**src/jjy_pkg.sv**
```systemverilog
// Package for the JJY time code decoder: state, operation and code types,
// the decode step table and the calendar table. Depends on nothing.
package jjy_pkg;

  localparam int LastSec  = 59;
  localparam int DecSteps = 40;
  localparam logic [6:0] UNSYNC = 7'd127;

  typedef enum logic [3:0] {
    S_IDLE, S_CLS0, S_CLS1, S_CLS2, S_GAP, S_EVAL, S_DEC, S_CHK, S_MON, S_FIN
  } state_t;

  typedef enum logic [1:0] {OP_ADD, OP_SUB, OP_ABSLE} alu_op_t;

  typedef enum logic [1:0] {SYM_ZERO, SYM_ONE, SYM_MARK, SYM_BAD} sym_t;

  typedef enum logic [2:0] {
    REG_ZERO_DIP, REG_ONE_DIP, REG_MARKER_DIP, REG_DIP_TOL, REG_GAP, REG_GAP_TOL
  } cfg_reg_t;

  typedef enum logic [3:0] {
    F_MIN, F_HOUR, F_DOY, F_YEAR, F_WDAY, F_PA1, F_PA2, F_B38, F_B40, F_B53, F_B54
  } field_t;

  localparam logic [1:0] KIND_BIT  = 2'd0;
  localparam logic [1:0] KIND_TIME = 2'd1;
  localparam logic [1:0] KIND_ERR  = 2'd2;

  localparam logic [1:0] BIT_ZERO = 2'd0;
  localparam logic [1:0] BIT_ONE  = 2'd1;
  localparam logic [1:0] BIT_NONE = 2'd2;

  localparam logic [2:0] ERR_EARLY      = 3'd0;
  localparam logic [2:0] ERR_SKIPPED    = 3'd1;
  localparam logic [2:0] ERR_OVERRUN    = 3'd2;
  localparam logic [2:0] ERR_PATTERN    = 3'd3;
  localparam logic [2:0] ERR_INCOMPLETE = 3'd4;
  localparam logic [2:0] ERR_PA1        = 3'd5;
  localparam logic [2:0] ERR_PA2        = 3'd6;
  localparam logic [2:0] ERR_RANGE      = 3'd7;

  typedef struct packed {
    logic [5:0] addr;
    logic [7:0] weight;
    field_t     field;
  } step_t;

  typedef struct packed {
    logic       wr_en;
    logic [5:0] wr_addr;
    logic       wr_bit;
    logic [5:0] rd_addr;
    logic       clear;
  } frame_ctl_t;

  typedef struct packed {
    logic [1:0] result_kind;
    logic [5:0] second_index;
    logic [1:0] bit_value;
    logic [2:0] error_code;
    logic [5:0] minute_value;
    logic [4:0] hour_value;
    logic       date_valid;
    logic [6:0] year_two_digit;
    logic [3:0] month_value;
    logic [4:0] day_value;
    logic [2:0] weekday_value;
    logic [3:0] flag_bits;
  } result_t;

  function automatic step_t dec_step(input logic [5:0] k);
    step_t s;
    case (k)
      6'd0:  s = '{6'd1,  8'd40,  F_MIN};
      6'd1:  s = '{6'd2,  8'd20,  F_MIN};
      6'd2:  s = '{6'd3,  8'd10,  F_MIN};
      6'd3:  s = '{6'd5,  8'd8,   F_MIN};
      6'd4:  s = '{6'd6,  8'd4,   F_MIN};
      6'd5:  s = '{6'd7,  8'd2,   F_MIN};
      6'd6:  s = '{6'd8,  8'd1,   F_MIN};
      6'd7:  s = '{6'd12, 8'd20,  F_HOUR};
      6'd8:  s = '{6'd13, 8'd10,  F_HOUR};
      6'd9:  s = '{6'd15, 8'd8,   F_HOUR};
      6'd10: s = '{6'd16, 8'd4,   F_HOUR};
      6'd11: s = '{6'd17, 8'd2,   F_HOUR};
      6'd12: s = '{6'd18, 8'd1,   F_HOUR};
      6'd13: s = '{6'd22, 8'd200, F_DOY};
      6'd14: s = '{6'd23, 8'd100, F_DOY};
      6'd15: s = '{6'd25, 8'd80,  F_DOY};
      6'd16: s = '{6'd26, 8'd40,  F_DOY};
      6'd17: s = '{6'd27, 8'd20,  F_DOY};
      6'd18: s = '{6'd28, 8'd10,  F_DOY};
      6'd19: s = '{6'd30, 8'd8,   F_DOY};
      6'd20: s = '{6'd31, 8'd4,   F_DOY};
      6'd21: s = '{6'd32, 8'd2,   F_DOY};
      6'd22: s = '{6'd33, 8'd1,   F_DOY};
      6'd23: s = '{6'd41, 8'd80,  F_YEAR};
      6'd24: s = '{6'd42, 8'd40,  F_YEAR};
      6'd25: s = '{6'd43, 8'd20,  F_YEAR};
      6'd26: s = '{6'd44, 8'd10,  F_YEAR};
      6'd27: s = '{6'd45, 8'd8,   F_YEAR};
      6'd28: s = '{6'd46, 8'd4,   F_YEAR};
      6'd29: s = '{6'd47, 8'd2,   F_YEAR};
      6'd30: s = '{6'd48, 8'd1,   F_YEAR};
      6'd31: s = '{6'd50, 8'd4,   F_WDAY};
      6'd32: s = '{6'd51, 8'd2,   F_WDAY};
      6'd33: s = '{6'd52, 8'd1,   F_WDAY};
      6'd34: s = '{6'd36, 8'd0,   F_PA1};
      6'd35: s = '{6'd37, 8'd0,   F_PA2};
      6'd36: s = '{6'd38, 8'd0,   F_B38};
      6'd37: s = '{6'd40, 8'd0,   F_B40};
      6'd38: s = '{6'd53, 8'd0,   F_B53};
      default: s = '{6'd54, 8'd0, F_B54};
    endcase
    return s;
  endfunction

  function automatic logic [4:0] month_days(input logic [3:0] m);
    logic [4:0] d;
    case (m)
      4'd1:                   d = 5'd28;
      4'd3, 4'd5, 4'd8, 4'd10: d = 5'd30;
      default:                d = 5'd31;
    endcase
    return d;
  endfunction

  function automatic logic marker_pos(input logic [6:0] s);
    return (s == 7'd0) || (s == 7'd9) || (s == 7'd19) || (s == 7'd29) ||
           (s == 7'd39) || (s == 7'd49) || (s == 7'd59);
  endfunction

endpackage

```
**src/jjy_in_if.sv**
```systemverilog
// Input channel of the JJY decoder: one carrier dip per request.
// Depends on nothing.
interface jjy_in_if;
  logic        valid;
  logic        ready;
  logic [10:0] dip_duration_ms;
  logic [11:0] gap_since_last_ms;

  modport source (output valid, input ready, output dip_duration_ms, gap_since_last_ms);
  modport sink   (input valid, output ready, input dip_duration_ms, gap_since_last_ms);
endinterface

```
**src/jjy_out_if.sv**
```systemverilog
// Result channel of the JJY decoder: stored bit, decoded time or error.
// Depends on nothing.
interface jjy_out_if;
  logic       valid;
  logic       ready;
  logic [1:0] result_kind;
  logic [5:0] second_index;
  logic [1:0] bit_value;
  logic [2:0] error_code;
  logic [5:0] minute_value;
  logic [4:0] hour_value;
  logic       date_valid;
  logic [6:0] year_two_digit;
  logic [3:0] month_value;
  logic [4:0] day_value;
  logic [2:0] weekday_value;
  logic [3:0] flag_bits;

  modport source (output valid, input ready, output result_kind, second_index, bit_value,
                  error_code, minute_value, hour_value, date_valid, year_two_digit,
                  month_value, day_value, weekday_value, flag_bits);
  modport sink   (input valid, output ready, input result_kind, second_index, bit_value,
                  error_code, minute_value, hour_value, date_valid, year_two_digit,
                  month_value, day_value, weekday_value, flag_bits);
endinterface

```
**src/jjy_cfg_if.sv**
```systemverilog
// Configuration write channel of the JJY decoder: register index and data.
// Depends on nothing.
interface jjy_cfg_if;
  logic        valid;
  logic        ready;
  logic [2:0]  index;
  logic [11:0] data;

  modport source (output valid, input ready, output index, data);
  modport sink   (input valid, output ready, input index, data);
endinterface

```
**src/jjy_alu.sv**
```systemverilog
// Shared arithmetic unit of the JJY decoder: add, subtract with compare,
// and absolute difference against a tolerance. Depends on jjy_pkg.
module jjy_alu import jjy_pkg::*; (
  input  alu_op_t     op,
  input  logic [12:0] a,
  input  logic [12:0] b,
  input  logic [9:0]  c,
  output logic [12:0] res,
  output logic        flag
);
  logic [12:0] mag;

  always_comb begin
    mag  = (a >= b) ? (a - b) : (b - a);
    res  = '0;
    flag = 1'b0;
    unique case (op)
      OP_ADD: res = a + b;
      OP_SUB: begin
        res  = a - b;
        flag = (a <= b);
      end
      OP_ABSLE: begin
        res  = mag;
        flag = (mag <= {3'b000, c});
      end
      default: res = '0;
    endcase
  end
endmodule

```
**src/jjy_frame_mem.sv**
```systemverilog
// Frame store of the JJY decoder: 60 one-bit entries with a valid bit each,
// registered read. An entry without its valid bit reads as no data. Depends on jjy_pkg.
module jjy_frame_mem import jjy_pkg::*; (
  input  logic       clk,
  input  logic       rst,
  input  frame_ctl_t ctl,
  output logic [1:0] rd_bit
);
  logic        mem [60];
  logic [59:0] valid;
  logic        rd_dat;
  logic        rd_vld;

  always_ff @(posedge clk) begin
    if (ctl.wr_en) begin
      mem[ctl.wr_addr] <= ctl.wr_bit;
    end
    rd_dat <= mem[ctl.rd_addr];
  end

  // Clearing the valid bits empties the whole frame.
  always_ff @(posedge clk) begin
    if (rst || ctl.clear) begin
      valid  <= '0;
      rd_vld <= 1'b0;
    end else begin
      if (ctl.wr_en) begin
        valid[ctl.wr_addr] <= 1'b1;
      end
      rd_vld <= valid[ctl.rd_addr];
    end
  end

  assign rd_bit = rd_vld ? {1'b0, rd_dat} : BIT_NONE;
endmodule

```
**src/jjy_time_code_decoder.sv**
```systemverilog
// JJY time code decoder, top level: classifies one dip per request, tracks the frame
// and decodes the minute. A dip makes four passes through the shared ALU before its
// evaluation; a minute mark ending a full frame reaches its result through 40 frame reads
// through the ALU and up to 12 month subtractions.
// One request at a time; the result register frees the input side once loaded.
// Synchronous reset restores the nominal registers, empties the frame and drops sync.
module jjy_time_code_decoder import jjy_pkg::*; (
  input logic     clk,
  input logic     rst,
  jjy_in_if.sink  in_ch,
  jjy_out_if.source out_ch,
  jjy_cfg_if.sink cfg
);
  state_t      state, state_next;
  logic [10:0] zero_nom, one_nom, mark_nom;
  logic [8:0]  dip_tol;
  logic [11:0] gap_nom;
  logic [9:0]  gap_tol;

  logic [10:0] dip;
  logic [11:0] gap;
  logic        is_zero, is_one, is_mark, gap_ok;
  logic [6:0]  cur_sec, cur_next;
  logic        prev_mark, prev_next, have_prev, have_next;

  logic [5:0]  step_k;
  logic        proc_live;
  step_t       proc_step, cur_step;
  logic [6:0]  acc_min;
  logic [5:0]  acc_hour;
  logic [8:0]  acc_doy;
  logic [7:0]  acc_year;
  logic [2:0]  acc_wday;
  logic [4:0]  miss;
  logic        par_min, par_hour;
  logic [1:0]  sv_pa1, sv_pa2, sv_38, sv_40, sv_53, sv_54;
  logic [8:0]  rem;
  logic [3:0]  mon;
  logic        leap, d_valid;
  logic [3:0]  d_mon;
  logic [4:0]  d_day;

  logic        out_valid, out_load, out_free;
  result_t     res_q, res_next;
  frame_ctl_t  ctl;
  logic [1:0]  rd_bit;

  alu_op_t     alu_op;
  logic [12:0] alu_a, alu_b, alu_res;
  logic [9:0]  alu_c;
  logic        alu_flag;

  sym_t        sym;
  logic        is_m, minute_hit;
  logic [6:0]  nxt;
  logic        pa1_bad, pa2_bad, date_ok;
  logic [4:0]  dim;

  jjy_alu u_alu (
    .op(alu_op), .a(alu_a), .b(alu_b), .c(alu_c), .res(alu_res), .flag(alu_flag)
  );

  jjy_frame_mem u_frame (.clk(clk), .rst(rst), .ctl(ctl), .rd_bit(rd_bit));

  assign in_ch.ready = (state == S_IDLE);
  assign cfg.ready   = 1'b1;
  assign out_free    = !out_valid || out_ch.ready;

  always_comb begin
    if (is_zero)      sym = SYM_ZERO;
    else if (is_one)  sym = SYM_ONE;
    else if (is_mark) sym = SYM_MARK;
    else              sym = SYM_BAD;
  end

  assign is_m       = (sym == SYM_MARK);
  assign minute_hit = have_prev && is_m && prev_mark && gap_ok;
  assign nxt        = cur_sec + 7'd1;
  assign cur_step   = dec_step(step_k);
  assign dim        = month_days(mon) + {4'd0, (mon == 4'd1) && leap};
  assign pa1_bad    = miss[1] || (sv_pa1 == BIT_NONE) || (par_hour ^ sv_pa1[0]);
  assign pa2_bad    = miss[0] || (sv_pa2 == BIT_NONE) || (par_min ^ sv_pa2[0]);
  assign date_ok    = !miss[2] && !miss[3] && !miss[4] && (acc_doy >= 9'd1) &&
                      (acc_doy <= 9'd366) && (acc_year <= 8'd99) && (acc_wday <= 3'd6);

  // Operand selection for the shared ALU.
  always_comb begin
    alu_op = OP_ADD;
    alu_a  = '0;
    alu_b  = '0;
    alu_c  = '0;
    unique case (state)
      S_CLS0, S_CLS1, S_CLS2: begin
        alu_op = OP_ABSLE;
        alu_a  = {2'b00, dip};
        alu_c  = {1'b0, dip_tol};
        if (state == S_CLS0)      alu_b = {2'b00, zero_nom};
        else if (state == S_CLS1) alu_b = {2'b00, one_nom};
        else                      alu_b = {2'b00, mark_nom};
      end
      S_GAP: begin
        alu_op = OP_ABSLE;
        alu_a  = {1'b0, gap};
        alu_b  = {1'b0, gap_nom};
        alu_c  = gap_tol;
      end
      S_DEC: begin
        alu_b = (rd_bit == BIT_ONE) ? {5'd0, proc_step.weight} : 13'd0;
        case (proc_step.field)
          F_MIN:   alu_a = {6'd0, acc_min};
          F_HOUR:  alu_a = {7'd0, acc_hour};
          F_DOY:   alu_a = {4'd0, acc_doy};
          F_YEAR:  alu_a = {5'd0, acc_year};
          F_WDAY:  alu_a = {10'd0, acc_wday};
          default: alu_a = '0;
        endcase
      end
      S_MON: begin
        alu_op = OP_SUB;
        alu_a  = {4'd0, rem};
        alu_b  = {8'd0, dim};
      end
      default: alu_op = OP_ADD;
    endcase
  end

  always_ff @(posedge clk) begin
    if (rst) begin
      state <= S_IDLE;
    end else begin
      state <= state_next;
    end
  end

  always_comb begin
    state_next  = state;
    out_load    = 1'b0;
    res_next    = '0;
    cur_next    = cur_sec;
    prev_next   = prev_mark;
    have_next   = have_prev;
    ctl.wr_en   = 1'b0;
    ctl.wr_addr = nxt[5:0];
    ctl.wr_bit  = (sym == SYM_ONE);
    ctl.rd_addr = cur_step.addr;
    ctl.clear   = 1'b0;
    unique case (state)
      S_IDLE: if (in_ch.valid) state_next = S_CLS0;
      S_CLS0: state_next = S_CLS1;
      S_CLS1: state_next = S_CLS2;
      S_CLS2: state_next = S_GAP;
      S_GAP:  state_next = S_EVAL;
      S_EVAL: begin
        if (out_free) begin
          state_next = S_IDLE;
          have_next  = 1'b1;
          prev_next  = is_m;
          if (minute_hit) begin
            if (cur_sec == 7'(LastSec)) begin
              state_next = S_DEC;
            end else begin
              if (cur_sec != UNSYNC && cur_sec != 7'd0) begin
                out_load              = 1'b1;
                res_next.result_kind  = KIND_ERR;
                res_next.second_index = cur_sec[5:0];
                res_next.error_code   = ERR_EARLY;
              end
              ctl.clear = 1'b1;
              cur_next  = 7'd0;
            end
          end else if (cur_sec > 7'(LastSec)) begin
            cur_next = UNSYNC;
          end else if (cur_sec == 7'(LastSec)) begin
            out_load              = 1'b1;
            res_next.result_kind  = KIND_ERR;
            res_next.second_index = 6'd60;
            res_next.error_code   = ERR_OVERRUN;
            ctl.clear             = 1'b1;
            cur_next              = UNSYNC;
          end else if (sym == SYM_BAD) begin
            out_load              = 1'b1;
            res_next.result_kind  = KIND_ERR;
            res_next.second_index = nxt[5:0];
            res_next.error_code   = ERR_SKIPPED;
            cur_next              = nxt;
          end else if (marker_pos(nxt) != is_m) begin
            out_load              = 1'b1;
            res_next.result_kind  = KIND_ERR;
            res_next.second_index = nxt[5:0];
            res_next.error_code   = ERR_PATTERN;
            ctl.clear             = 1'b1;
            cur_next              = UNSYNC;
          end else begin
            ctl.wr_en             = !is_m;
            out_load              = 1'b1;
            res_next.result_kind  = KIND_BIT;
            res_next.second_index = nxt[5:0];
            res_next.bit_value    = is_m ? BIT_NONE : {1'b0, sym == SYM_ONE};
            cur_next              = nxt;
          end
        end
      end
      S_DEC: begin
        if (step_k == 6'(DecSteps) && !proc_live) state_next = S_CHK;
      end
      S_CHK: begin
        if (out_free) begin
          if (miss[0] || miss[1] || pa1_bad || pa2_bad ||
              acc_min > 7'd59 || acc_hour > 6'd23) begin
            out_load             = 1'b1;
            res_next.result_kind = KIND_ERR;
            if (miss[0] || miss[1]) res_next.error_code = ERR_INCOMPLETE;
            else if (pa1_bad)       res_next.error_code = ERR_PA1;
            else if (pa2_bad)       res_next.error_code = ERR_PA2;
            else                    res_next.error_code = ERR_RANGE;
            ctl.clear  = 1'b1;
            cur_next   = 7'd0;
            state_next = S_IDLE;
          end else begin
            state_next = date_ok ? S_MON : S_FIN;
          end
        end
      end
      S_MON: begin
        if (alu_flag || mon == 4'd11) state_next = S_FIN;
      end
      S_FIN: begin
        if (out_free) begin
          out_load              = 1'b1;
          res_next.result_kind  = KIND_TIME;
          res_next.minute_value = acc_min[5:0];
          res_next.hour_value   = acc_hour[4:0];
          if (d_valid) begin
            res_next.date_valid     = 1'b1;
            res_next.year_two_digit = acc_year[6:0];
            res_next.month_value    = d_mon;
            res_next.day_value      = d_day;
            res_next.weekday_value  = acc_wday;
          end
          res_next.flag_bits = {(sv_53 == BIT_ONE) && (sv_54 == BIT_ZERO),
                                sv_53 == BIT_ONE, sv_40 == BIT_ONE, sv_38 == BIT_ONE};
          ctl.clear  = 1'b1;
          cur_next   = 7'd0;
          state_next = S_IDLE;
        end
      end
      default: state_next = S_IDLE;
    endcase
  end

  always_ff @(posedge clk) begin
    if (rst) begin
      zero_nom <= 11'd200;
      one_nom  <= 11'd500;
      mark_nom <= 11'd800;
      dip_tol  <= 9'd100;
      gap_nom  <= 12'd1000;
      gap_tol  <= 10'd100;
    end else if (cfg.valid) begin
      unique case (cfg.index)
        REG_ZERO_DIP:   zero_nom <= cfg.data[10:0];
        REG_ONE_DIP:    one_nom  <= cfg.data[10:0];
        REG_MARKER_DIP: mark_nom <= cfg.data[10:0];
        REG_DIP_TOL:    dip_tol  <= cfg.data[8:0];
        REG_GAP:        gap_nom  <= cfg.data;
        REG_GAP_TOL:    gap_tol  <= cfg.data[9:0];
        default:        gap_tol  <= gap_tol;
      endcase
    end
  end

  always_ff @(posedge clk) begin
    if (rst) begin
      cur_sec   <= UNSYNC;
      prev_mark <= 1'b0;
      have_prev <= 1'b0;
      out_valid <= 1'b0;
      step_k    <= '0;
      proc_live <= 1'b0;
    end else begin
      cur_sec   <= cur_next;
      prev_mark <= prev_next;
      have_prev <= have_next;
      if (out_load)          out_valid <= 1'b1;
      else if (out_ch.ready) out_valid <= 1'b0;
      if (state == S_EVAL) begin
        step_k    <= '0;
        proc_live <= 1'b0;
      end else if (state == S_DEC) begin
        proc_live <= (step_k != 6'(DecSteps));
        if (step_k != 6'(DecSteps)) step_k <= step_k + 6'd1;
      end
    end
  end

  // Data path registers; the control registers above keep them in step.
  always_ff @(posedge clk) begin
    if (in_ch.valid && in_ch.ready) begin
      dip <= in_ch.dip_duration_ms;
      gap <= in_ch.gap_since_last_ms;
    end
    if (out_load) res_q <= res_next;
    case (state)
      S_CLS0: is_zero <= alu_flag;
      S_CLS1: is_one  <= alu_flag;
      S_CLS2: is_mark <= alu_flag;
      S_GAP:  gap_ok  <= alu_flag;
      S_EVAL: begin
        acc_min  <= '0;
        acc_hour <= '0;
        acc_doy  <= '0;
        acc_year <= '0;
        acc_wday <= '0;
        miss     <= '0;
        par_min  <= 1'b0;
        par_hour <= 1'b0;
      end
      S_DEC: begin
        if (step_k != 6'(DecSteps)) proc_step <= cur_step;
        if (proc_live) begin
          case (proc_step.field)
            F_MIN: begin
              acc_min <= alu_res[6:0];
              par_min <= par_min ^ rd_bit[0];
              if (rd_bit == BIT_NONE) miss[0] <= 1'b1;
            end
            F_HOUR: begin
              acc_hour <= alu_res[5:0];
              par_hour <= par_hour ^ rd_bit[0];
              if (rd_bit == BIT_NONE) miss[1] <= 1'b1;
            end
            F_DOY: begin
              acc_doy <= alu_res[8:0];
              if (rd_bit == BIT_NONE) miss[2] <= 1'b1;
            end
            F_YEAR: begin
              acc_year <= alu_res[7:0];
              if (rd_bit == BIT_NONE) miss[3] <= 1'b1;
            end
            F_WDAY: begin
              acc_wday <= alu_res[2:0];
              if (rd_bit == BIT_NONE) miss[4] <= 1'b1;
            end
            F_PA1:   sv_pa1 <= rd_bit;
            F_PA2:   sv_pa2 <= rd_bit;
            F_B38:   sv_38  <= rd_bit;
            F_B40:   sv_40  <= rd_bit;
            F_B53:   sv_53  <= rd_bit;
            default: sv_54  <= rd_bit;
          endcase
        end
      end
      S_CHK: begin
        rem     <= acc_doy;
        mon     <= '0;
        leap    <= (acc_year[1:0] == 2'b00);
        d_valid <= 1'b0;
      end
      S_MON: begin
        if (alu_flag) begin
          d_valid <= 1'b1;
          d_mon   <= mon + 4'd1;
          d_day   <= rem[4:0];
        end else begin
          rem <= alu_res[8:0];
          mon <= mon + 4'd1;
        end
      end
      default: rem <= rem;
    endcase
  end

  assign out_ch.valid          = out_valid;
  assign out_ch.result_kind    = res_q.result_kind;
  assign out_ch.second_index   = res_q.second_index;
  assign out_ch.bit_value      = res_q.bit_value;
  assign out_ch.error_code     = res_q.error_code;
  assign out_ch.minute_value   = res_q.minute_value;
  assign out_ch.hour_value     = res_q.hour_value;
  assign out_ch.date_valid     = res_q.date_valid;
  assign out_ch.year_two_digit = res_q.year_two_digit;
  assign out_ch.month_value    = res_q.month_value;
  assign out_ch.day_value      = res_q.day_value;
  assign out_ch.weekday_value  = res_q.weekday_value;
  assign out_ch.flag_bits      = res_q.flag_bits;

`ifndef NO_ASSERTIONS
  a_sec_range: assert property (@(posedge clk) disable iff (rst)
    (cur_sec <= 7'(LastSec)) || (cur_sec == UNSYNC))
    else $error("second counter outside the frame");

  a_accept_starts: assert property (@(posedge clk) disable iff (rst)
    in_ch.valid && in_ch.ready |=> state == S_CLS0)
    else $error("accepted request did not start classification");

  a_bit_second: assert property (@(posedge clk) disable iff (rst)
    out_ch.valid && out_ch.result_kind == KIND_BIT |->
      out_ch.second_index != 6'd0 && out_ch.second_index <= 6'd59)
    else $error("stored bit at impossible second");

  a_overrun_pos: assert property (@(posedge clk) disable iff (rst)
    out_ch.valid && out_ch.result_kind == KIND_ERR && out_ch.error_code == ERR_OVERRUN |->
      out_ch.second_index == 6'd60)
    else $error("overrun reported at wrong second");
`endif
endmodule
```
**src/flat_wrapper.sv**
```systemverilog
// flat-port wrapper written by rule: the top's interface ports become plain ports
module jjy_time_code_decoder_flat import jjy_pkg::*;
  (clk, rst, in_ch_valid, in_ch_ready, in_ch_dip_duration_ms, in_ch_gap_since_last_ms, out_ch_valid, out_ch_ready, out_ch_result_kind, out_ch_second_index, out_ch_bit_value, out_ch_error_code, out_ch_minute_value, out_ch_hour_value, out_ch_date_valid, out_ch_year_two_digit, out_ch_month_value, out_ch_day_value, out_ch_weekday_value, out_ch_flag_bits, cfg_valid, cfg_ready, cfg_index, cfg_data);
  jjy_in_if in_ch_i ();
  jjy_out_if out_ch_i ();
  jjy_cfg_if cfg_i ();
  input logic clk;
  input logic rst;
  input wire logic [$bits(in_ch_i.valid)-1:0] in_ch_valid;
  output wire logic [$bits(in_ch_i.ready)-1:0] in_ch_ready;
  input wire logic [$bits(in_ch_i.dip_duration_ms)-1:0] in_ch_dip_duration_ms;
  input wire logic [$bits(in_ch_i.gap_since_last_ms)-1:0] in_ch_gap_since_last_ms;
  output wire logic [$bits(out_ch_i.valid)-1:0] out_ch_valid;
  input wire logic [$bits(out_ch_i.ready)-1:0] out_ch_ready;
  output wire logic [$bits(out_ch_i.result_kind)-1:0] out_ch_result_kind;
  output wire logic [$bits(out_ch_i.second_index)-1:0] out_ch_second_index;
  output wire logic [$bits(out_ch_i.bit_value)-1:0] out_ch_bit_value;
  output wire logic [$bits(out_ch_i.error_code)-1:0] out_ch_error_code;
  output wire logic [$bits(out_ch_i.minute_value)-1:0] out_ch_minute_value;
  output wire logic [$bits(out_ch_i.hour_value)-1:0] out_ch_hour_value;
  output wire logic [$bits(out_ch_i.date_valid)-1:0] out_ch_date_valid;
  output wire logic [$bits(out_ch_i.year_two_digit)-1:0] out_ch_year_two_digit;
  output wire logic [$bits(out_ch_i.month_value)-1:0] out_ch_month_value;
  output wire logic [$bits(out_ch_i.day_value)-1:0] out_ch_day_value;
  output wire logic [$bits(out_ch_i.weekday_value)-1:0] out_ch_weekday_value;
  output wire logic [$bits(out_ch_i.flag_bits)-1:0] out_ch_flag_bits;
  input wire logic [$bits(cfg_i.valid)-1:0] cfg_valid;
  output wire logic [$bits(cfg_i.ready)-1:0] cfg_ready;
  input wire logic [$bits(cfg_i.index)-1:0] cfg_index;
  input wire logic [$bits(cfg_i.data)-1:0] cfg_data;
  assign in_ch_i.valid = in_ch_valid;
  assign in_ch_ready = in_ch_i.ready;
  assign in_ch_i.dip_duration_ms = in_ch_dip_duration_ms;
  assign in_ch_i.gap_since_last_ms = in_ch_gap_since_last_ms;
  assign out_ch_valid = out_ch_i.valid;
  assign out_ch_i.ready = out_ch_ready;
  assign out_ch_result_kind = out_ch_i.result_kind;
  assign out_ch_second_index = out_ch_i.second_index;
  assign out_ch_bit_value = out_ch_i.bit_value;
  assign out_ch_error_code = out_ch_i.error_code;
  assign out_ch_minute_value = out_ch_i.minute_value;
  assign out_ch_hour_value = out_ch_i.hour_value;
  assign out_ch_date_valid = out_ch_i.date_valid;
  assign out_ch_year_two_digit = out_ch_i.year_two_digit;
  assign out_ch_month_value = out_ch_i.month_value;
  assign out_ch_day_value = out_ch_i.day_value;
  assign out_ch_weekday_value = out_ch_i.weekday_value;
  assign out_ch_flag_bits = out_ch_i.flag_bits;
  assign cfg_i.valid = cfg_valid;
  assign cfg_ready = cfg_i.ready;
  assign cfg_i.index = cfg_index;
  assign cfg_i.data = cfg_data;
  jjy_time_code_decoder u_core (.clk(clk), .rst(rst), .in_ch(in_ch_i), .out_ch(out_ch_i), .cfg(cfg_i));
endmodule
```
**config.mk**
```make
export PLATFORM = sky130hd
export DESIGN_NAME = jjy_time_code_decoder_flat
export DESIGN_NICKNAME = d
export VERILOG_FILES = /design/src/jjy_pkg.sv /design/src/jjy_in_if.sv /design/src/jjy_out_if.sv /design/src/jjy_cfg_if.sv /design/src/jjy_alu.sv /design/src/jjy_frame_mem.sv /design/src/jjy_time_code_decoder.sv /design/src/flat_wrapper.sv
export SDC_FILE = /design/constraint.sdc
export NUM_CORES = 1
export LEC_CHECK = 0
export BUFFER_PORTS_ARGS = -buffer_cell sky130_fd_sc_hd__clkbuf_2
export CAP_MARGIN = 20
export CORE_UTILIZATION = 33
export DETAILED_ROUTE_END_ITERATION = 6
export PLACE_DENSITY = 0.56
export SLEW_MARGIN = 20
export SYNTH_ARGS = -nofsm -noshare
export SYNTH_HDL_FRONTEND = slang
export SYNTH_SLANG_ARGS = --single-unit
export TNS_END_PERCENT = 50
```
**constraint.sdc**
```tcl
create_clock -name clk -period 7.98 [get_ports clk]
set_clock_uncertainty 0.2 [all_clocks]
set_input_delay 1.197 -clock clk [delete_from_list [all_inputs] [get_ports clk]]
set_output_delay 1.197 -clock clk [all_outputs]
set_load 0.05 [all_outputs]
```
# Yosys cells after proc, flatten, opt, wreduce, memory -nomap -nowiden
# Memories as Yosys holds them, arrays and structs flattened. A register that Yosys moved wholly into a read port is not among the register bits.
# Index checks and enable logic that the tools add are counted.
# word_totals
mem_bits_ro	1152
out_inout_bits	51
mem_count	2
wordCells	383
ff_bits	309
ram_bits	60
# memory_table
name	words	width	read_ports	rd_ports_with_merged_regs	wr	line_no	source
(name not given)	64	18	1	1	0	jjy_pkg.sv:73	case (k)
u_core.u_frame.mem	60	1	1	1	1	jjy_frame_mem.sv:9	logic mem [60];
# classes
n_bitwise	8
n_reduce_logical	89
add_sub_neg	7
eq_ne	69
n_mux	135
magnitude_cmp	13
# ops
cell	n
$mux W7	12
$mux W8	9
$or A60 B60 Y60	1
$mux W13	4
$pmux W13 S4	1
$pmux W12 S4	1
$pmux W9 S5	1
$mux W1	43
$pmux W4 S10	1
$eq A4 B3 Y1 const B	9
$mux W4	9
$pmux W9 S2	2
$reduce_and A3 Y1	12
$mux W3	10
$eq A4 B4 Y1 const B	7
$eq A7 B6 Y1 const B	4
$mux W9	3
$pmux W9 S3	1
$sub A13 B13 Y13	2
$mux W6	4
$reduce_and A2 Y1	12
$mux W2	11
$pmux W7 S3	1
$eq A4 B2 Y1 const B	5
67 further kinds	156

# Depth between registers and ports, before layout
# depth
word_depth	18
ltp_mapped	28
depth_no_buf	28

# Modules after synthesis
# Synthesis repeated with hierarchy kept, for this count alone.
# unflattened
hier_cells	1917
area_unflattened_um2	19872.8
# modules_own_cells
mod	instances	area_per_inst_um2	cells_each
jjy_time_code_decoder	1	12228.0	1179
jjy_frame_mem	1	4963.5	364
jjy_alu	1	2681.3	374

# Worst setup path before layout
# No wires, ideal clock.
# synth_path
kind	register to register
from	reg u_core.mon[0]
to	reg u_core.mon[0], enable pin
arrival_time_ps	5976
synth_period_minus_slack_ps	6563
path_stages_with_launch	26
setup_time_ps	387
path_slack_ps	1417
cell_sequence	edfxtp_1 > inv_1 > ha_1 > nor2_1 > a21oi_1 > a21boi_0 > ha_1 > ha_1 > a222oi_1 > o21ai_0 > ha_1 > nor2b_1 > o211ai_2 > a211oi_2 > o31a_4 > or3_1 > a21o_1 > and2_1 > ha_1 > nand4_1 > o21ai_0 > a21oi_1 > o311a_1 > a32oi_1 > a211oi_2 > a21oi_1
# synth_between
elab_chain_cells	11
elab_cells_between_ends	19
cone_classes	add/sub: 3; order compare: 3; eq/ne: 6; mux: 4; reduce/logical: 3
# synth_rtl
element	line_no	source
start, declared	jjy_time_code_decoder.sv:38	logic [3:0] mon;
start signal, assigned	jjy_time_code_decoder.sv:366	mon <= mon + 4'd1;
$eq A4 B2 Y1, or another cell as far along	jjy_pkg.sv:120	case (m)
$reduce_or A4 Y1	jjy_pkg.sv:120	
$pmux W2 S2	jjy_pkg.sv:120	
$add A3 B2 Y4 (*)	jjy_time_code_decoder.sv:80	assign dim = month_days(mon) + {4'd0, (mon == 4'd1) && leap};
$pmux W13 S4 (*)	jjy_time_code_decoder.sv:92	unique case (state)
$sub A13 B13 Y13, or another cell as far along	jjy_alu.sv:14	mag = (a >= b) ? (a - b) : (b - a);
$mux W13	jjy_alu.sv:14	
$le A13 B10 Y1	jjy_alu.sv:25	flag = (mag <= {3'b000, c});
$pmux W1 S2 (*)	jjy_alu.sv:17	unique case (op)
$ne A2 B2 Y1 (no line) (*)	-	
$reduce_and A2 Y1 (no line) (*)	-	
# Mark *: on every way between the ends. The rest lies on a longest branch, timed or not.
# A chain may end at the register's enable or synchronous reset.

# Final worst setup path
# layout_path
from	reg u_core.mon[0]
to	reg u_core.rem[4], enable pin
# layout_between
elab_chain_cells	11
elab_cells_between_ends	19
cone_classes	add/sub: 3; order compare: 3; eq/ne: 6; mux: 4; reduce/logical: 3
# layout_rtl
element	line_no	source
$eq A4 B2 Y1, or another cell as far along	jjy_pkg.sv:120	
$reduce_or A4 Y1	jjy_pkg.sv:120	
$pmux W2 S2	jjy_pkg.sv:120	
$add A3 B2 Y4 (*)	jjy_time_code_decoder.sv:80	
$pmux W13 S4 (*)	jjy_time_code_decoder.sv:92	
$sub A13 B13 Y13, or another cell as far along	jjy_alu.sv:14	
$mux W13	jjy_alu.sv:14	
$le A13 B10 Y1	jjy_alu.sv:25	
$pmux W1 S2 (*)	jjy_alu.sv:17	
$ne A2 B2 Y1 (no line) (*)	-	
$reduce_and A2 Y1 (no line) (*)	-	
end signal, assigned	jjy_time_code_decoder.sv:354	rem <= acc_doy;
end signal, assigned	jjy_time_code_decoder.sv:365	rem <= alu_res[8:0];
end signal, assigned	jjy_time_code_decoder.sv:369	default: rem <= rem;
end, declared	jjy_time_code_decoder.sv:37	logic [8:0] rem;
# Marks and branches as above.

==> summary.json <==
{
  "clocking": {
    "cts.htree.levels": 2,
    "tritoncts.num_buffers": 42,
    "post_cts_resized": 0,
    "path_clk_slew_ns": 0.07,
    "clock_sinks": 388,
    "cts_tree": "done",
    "clockRootBuffer": "sky130_fd_sc_hd__clkbuf_16",
    "post_cts_hold_buffer_count": 0,
    "post_cts_buffers": 0,
    "worst_skew_pair.late_latency_ns": 0.59,
    "ctsLongestPathBuffers": 3
  },
  "synthesis": {
    "ys_warn_count": 0,
    "yosys.area_share.xor_xnor_pct": 1.37,
    "synth_top_family_by_area": "simple AND/OR/NAND/NOR gates",
    "postSynth.asyncResetShare_pct": 0,
    "synth_area_leaders": "sky130_fd_sc_hd__edfxtp_1 35%, sky130_fd_sc_hd__dfxtp_1 17%, sky130_fd_sc_hd__nand2_1 5.1%, sky130_fd_sc_hd__ha_1 4.5%, sky130_fd_sc_hd__a21oi_1 3.2%",
    "synth-adder-area-share_pct": 4.85,
    "synth.largest_area_cell": "sky130_fd_sc_hd__edfxtp_1",
    "number_of_synthesized_flops_with_an_enable_pin": 223,
    "synth-compound-area-share_pct": 14.6,
    "synth_seq_area_share_pct": 52.6,
    "syn_area_per_cell_sq_um": 10.6,
    "post_synth_simple_gate_area_pct": 16.2,
    "synth_instances": 1791,
    "yosysTopAreaCellShare_pct": 35.2,
    "netlist_area_sq_um": 19000,
    "postSynthNetCount": 1906,
    "synth.area.mux_share_pct": 6.75,
    "synth_cell_types": 95,
    "postSynth.topFlopCell": "sky130_fd_sc_hd__edfxtp_1",
    "ys_ff_latch": 388
  },
  "detailed_routing": {
    "postRouteAntennaNets": 0,
    "post-route-drc-count": 0,
    "drtIter0Drc": 1128,
    "post_drt_wl_per_cell_microns": 19.9,
    "via_total_after_detailed_routing": 14100,
    "drt_pre_antenna_iters": 7,
    "post_drt_via_cell_ratio": 5.35,
    "drt-total-wl_mm": 52.4
  },
  "floorplan": {
    "num_io_pins": 94,
    "die-area_sq_um": 58600,
    "placeableCoreArea_sq_um": 56700,
    "dieHeight_microns": 242,
    "fp.dieW_microns": 242,
    "rows": 87,
    "initial_utilization_pct": 33.5
  },
  "global_routing": {
    "track_usage_pct": 17.7,
    "wire_length_of_the_first_global_routing_pass_mm": 81.4,
    "maximum_number_of_pins_on_one_net_before_global_route_repair": 62,
    "gr_ovfl_total": 0,
    "vias_in_the_first_global_route": 13800,
    "antenna_violations_before_repair": 0
  },
  "place": {
    "numPlacedInstances": 2564,
    "place.gp.congestion": 0.936,
    "place.detailed.hpwl_mm": 38.2,
    "numPortBuffers": 92
  },
  "timing": {
    "timing.final.setup_violations": 0,
    "max_freq_ghz": 0.135,
    "tightestPinTransition_ns": 1.05,
    "slew_headroom_pct": 29.9,
    "report.final.hold_viol_count": 0,
    "grt_setup_unrepaired": "no",
    "maxSlewViolCount": 0,
    "totalNegativeSetupSlack_ns": 0,
    "min_period_ns": 7.41,
    "timing.final.crit_share_pct": 92.9
  },
  "hold_path": {
    "worst_hold_path_type": "flop to flop"
  },
  "finish": {
    "fin_nets": 1967,
    "share_of_post_route_cells_with_drive_strength_above_1_pct": 13.5,
    "layout.cells.most_common_list": "256 x sky130_fd_sc_hd__nand2_1, 223 x sky130_fd_sc_hd__edfxtp_1, 163 x sky130_fd_sc_hd__dfxtp_1, 146 x sky130_fd_sc_hd__nor2_1, 119 x sky130_fd_sc_hd__a21oi_1",
    "layout.cells.non_filler": 2641,
    "final_common_cell": "sky130_fd_sc_hd__nand2_1",
    "synthToLayoutAreaGrowth_pct": 13.4,
    "num_antenna_cells": 0
  },
  "power": {
    "comb_power_share_pct": 48.0,
    "power.share.sequential_pct": 28.8,
    "power.switching_mw": 3.44,
    "leakage_nw": 8.13,
    "power_frac_clock_pct": 23.2,
    "worst_supply_voltage_drop_on_vdd_uv": 236,
    "cell_internal_pwr_mw": 4.76,
    "power-per-cell-area_nw_per_um2": 380,
    "netSwitchingFraction_pct": 41.9
  },
  "worst_setup_path": {
    "arr_time_crit_path_ns": 7.42,
    "cp.required_ns": 7.99,
    "criticalPathCategory": "flop to flop",
    "worst-path-max-fanout": 13,
    "type_of_origin_of_the_critical_path": "flop",
    "worst_setup_path_end_kind": "flop"
  },
  "run_status": {
    "status": "finished, final reports clean"
  },
  "run": {
    "max_cap_violations": 0
  }
}
[layout make-up]
type	count	area [sq um]
Clock buffer	56	1140
Clock inverter	21	200
Fill cell	5546	35100
Inverter	65	244
Multi-Input combinational cell	1241	8380
Sequential cell	388	10000
Tap cell	756	946
Timing Repair Buffer	114	651
[synth_stat cells, drive strengths merged (6+ instances only)]
master  count
nand2     257
edfxtp    223
dfxtp     165
nor2      147
a21oi     121
o21a       70
ha         69
nand3      67
inv        64
clkbuf     57
o21ai      57
mux4       41
buf        40
and2       36
and3       34
nor3       32
a22oi      24
a31oi      19
nor2b      19
xnor2      18
a21o       17
mux2i      15
nand2b     14
mux2       13
xor2       11
o31ai      10
nand4       9
or2         8
or3         8
o2111a      7
a221o       6
o211ai      6
o21bai      6
o22ai       6
[flip-flops by register name, summed over array words and instances, names as in the netlist, 7 cells and up]
name and count:
u_core.acc_min 7, u_core.gap_nom 12, u_core.cur_step 18, u_core.gap 12
u_core.rem 9, u_core.dip_tol 9, u_core.u_frame.mem 60, u_core.one_nom 11
u_core.cur_sec 7, u_core.acc_doy 9, u_core.mark_nom 11, u_core.dip 11
u_core.out_ch.year_two_digit 7, u_core.u_frame.valid 60, u_core.proc_step 12, u_core.zero_nom 11
u_core.gap_tol 10, u_core.acc_year 8
[worst paths after layout]
kind,slack (ns),end,start,cells after the start
hold / removal,0.19,u_core.proc_step[4]$_DFFE_PP_,u_core.cur_step[4]$_DFF_P_,0
setup reg to reg,0.57,u_core.rem[4]$_DFFE_PP_,u_core.mon[0]$_SDFFCE_PN0P_,25
setup / recovery,0.57,u_core.rem[4]$_DFFE_PP_,u_core.mon[0]$_SDFFCE_PN0P_,25
hold reg to reg,0.19,u_core.proc_step[4]$_DFFE_PP_,u_core.cur_step[4]$_DFF_P_,0
[kinds of logic (layout without fill, tap and decap cells)]
| kind of cell | Yosys count | after routing |
|---|---|---|
| adders and majority gates | 72 | 72 |
| and+or+nand+nor | 660 | 660 |
| DFF | 388 | 388 |
| other | 1 | 1 |
| buffers and inverters | 162 | 256 |
| AOI/OAI and AO/OA | 410 | 410 |
| muxes | 69 | 69 |
| xor gates and xnor gates | 29 | 29 |
[through the flow]
| step | power [mW] | area, sq um | utilization, % | setup WS, ns | hold WS (ns) |
|---|---|---|---|---|---|
| after CTS | 8.17 | 21600 | 38.0 | 0.671 | 0.187 |
| after floorplan | 5.15 | 19000 | - | 1.42 | 0.186 |
| after global routing | 8.67 | 21600 | 38.0 | 0.170 | 0.206 |
| after detailed placement | 6.23 | 20200 | 35.7 | 0.725 | 0.189 |
| final | 8.19 | 21600 | 38.0 | 0.566 | 0.186 |
| after global placement | 6.26 | 20200 | 35.6 | 0.600 | 0.188 |
[critical path, cell delays in order (launching register included)]
cell                       delay, ns
sky130_fd_sc_hd__edfxtp_1       0.46
sky130_fd_sc_hd__inv_1          0.14
sky130_fd_sc_hd__ha_1           0.17
sky130_fd_sc_hd__nor2_1         0.04
sky130_fd_sc_hd__a21oi_1        0.13
sky130_fd_sc_hd__a21boi_0       0.10
sky130_fd_sc_hd__ha_1           0.21
sky130_fd_sc_hd__ha_1           0.29
sky130_fd_sc_hd__a222oi_1       0.33
sky130_fd_sc_hd__o21ai_0        0.44
sky130_fd_sc_hd__ha_1           0.49
sky130_fd_sc_hd__nor2b_1        0.17
sky130_fd_sc_hd__o211ai_2       0.22
sky130_fd_sc_hd__a211oi_2       0.15
sky130_fd_sc_hd__o31a_4         0.35
sky130_fd_sc_hd__or3_1          0.40
sky130_fd_sc_hd__a21o_1         0.17
sky130_fd_sc_hd__and2_1         0.19
sky130_fd_sc_hd__ha_1           0.33
sky130_fd_sc_hd__nand4_1        0.15
sky130_fd_sc_hd__o21ai_0        0.17
sky130_fd_sc_hd__a21oi_1        0.06
sky130_fd_sc_hd__o311a_1        0.39
sky130_fd_sc_hd__a32oi_1        0.47
sky130_fd_sc_hd__a211oi_2       0.18
sky130_fd_sc_hd__a21oi_2        0.64
[power groups by stage]
| stage | clock [mW] | combinational (mW) | sequential (mW) |
|---|---|---|---|
| final | 1.90 | 3.93 | 2.36 |
| after global placement | 0 | 3.87 | 2.40 |
| after detailed placement | 0 | 3.84 | 2.40 |
| after global routing | 2.02 | 4.28 | 2.37 |
| after floorplan | 0 | 2.71 | 2.44 |
| after CTS | 1.95 | 3.87 | 2.36 |
[per-layer routing]
metal  part of all wire, %  wire, microns  GRT usage [%]
met2                    46          24200           28.3
met5                     0              0              0
met1                    46          24000           24.5
met3                   5.1           2670           2.48
met4                   3.0           1560           6.01
Note: power is estimated with default switching activity, not from simulation.
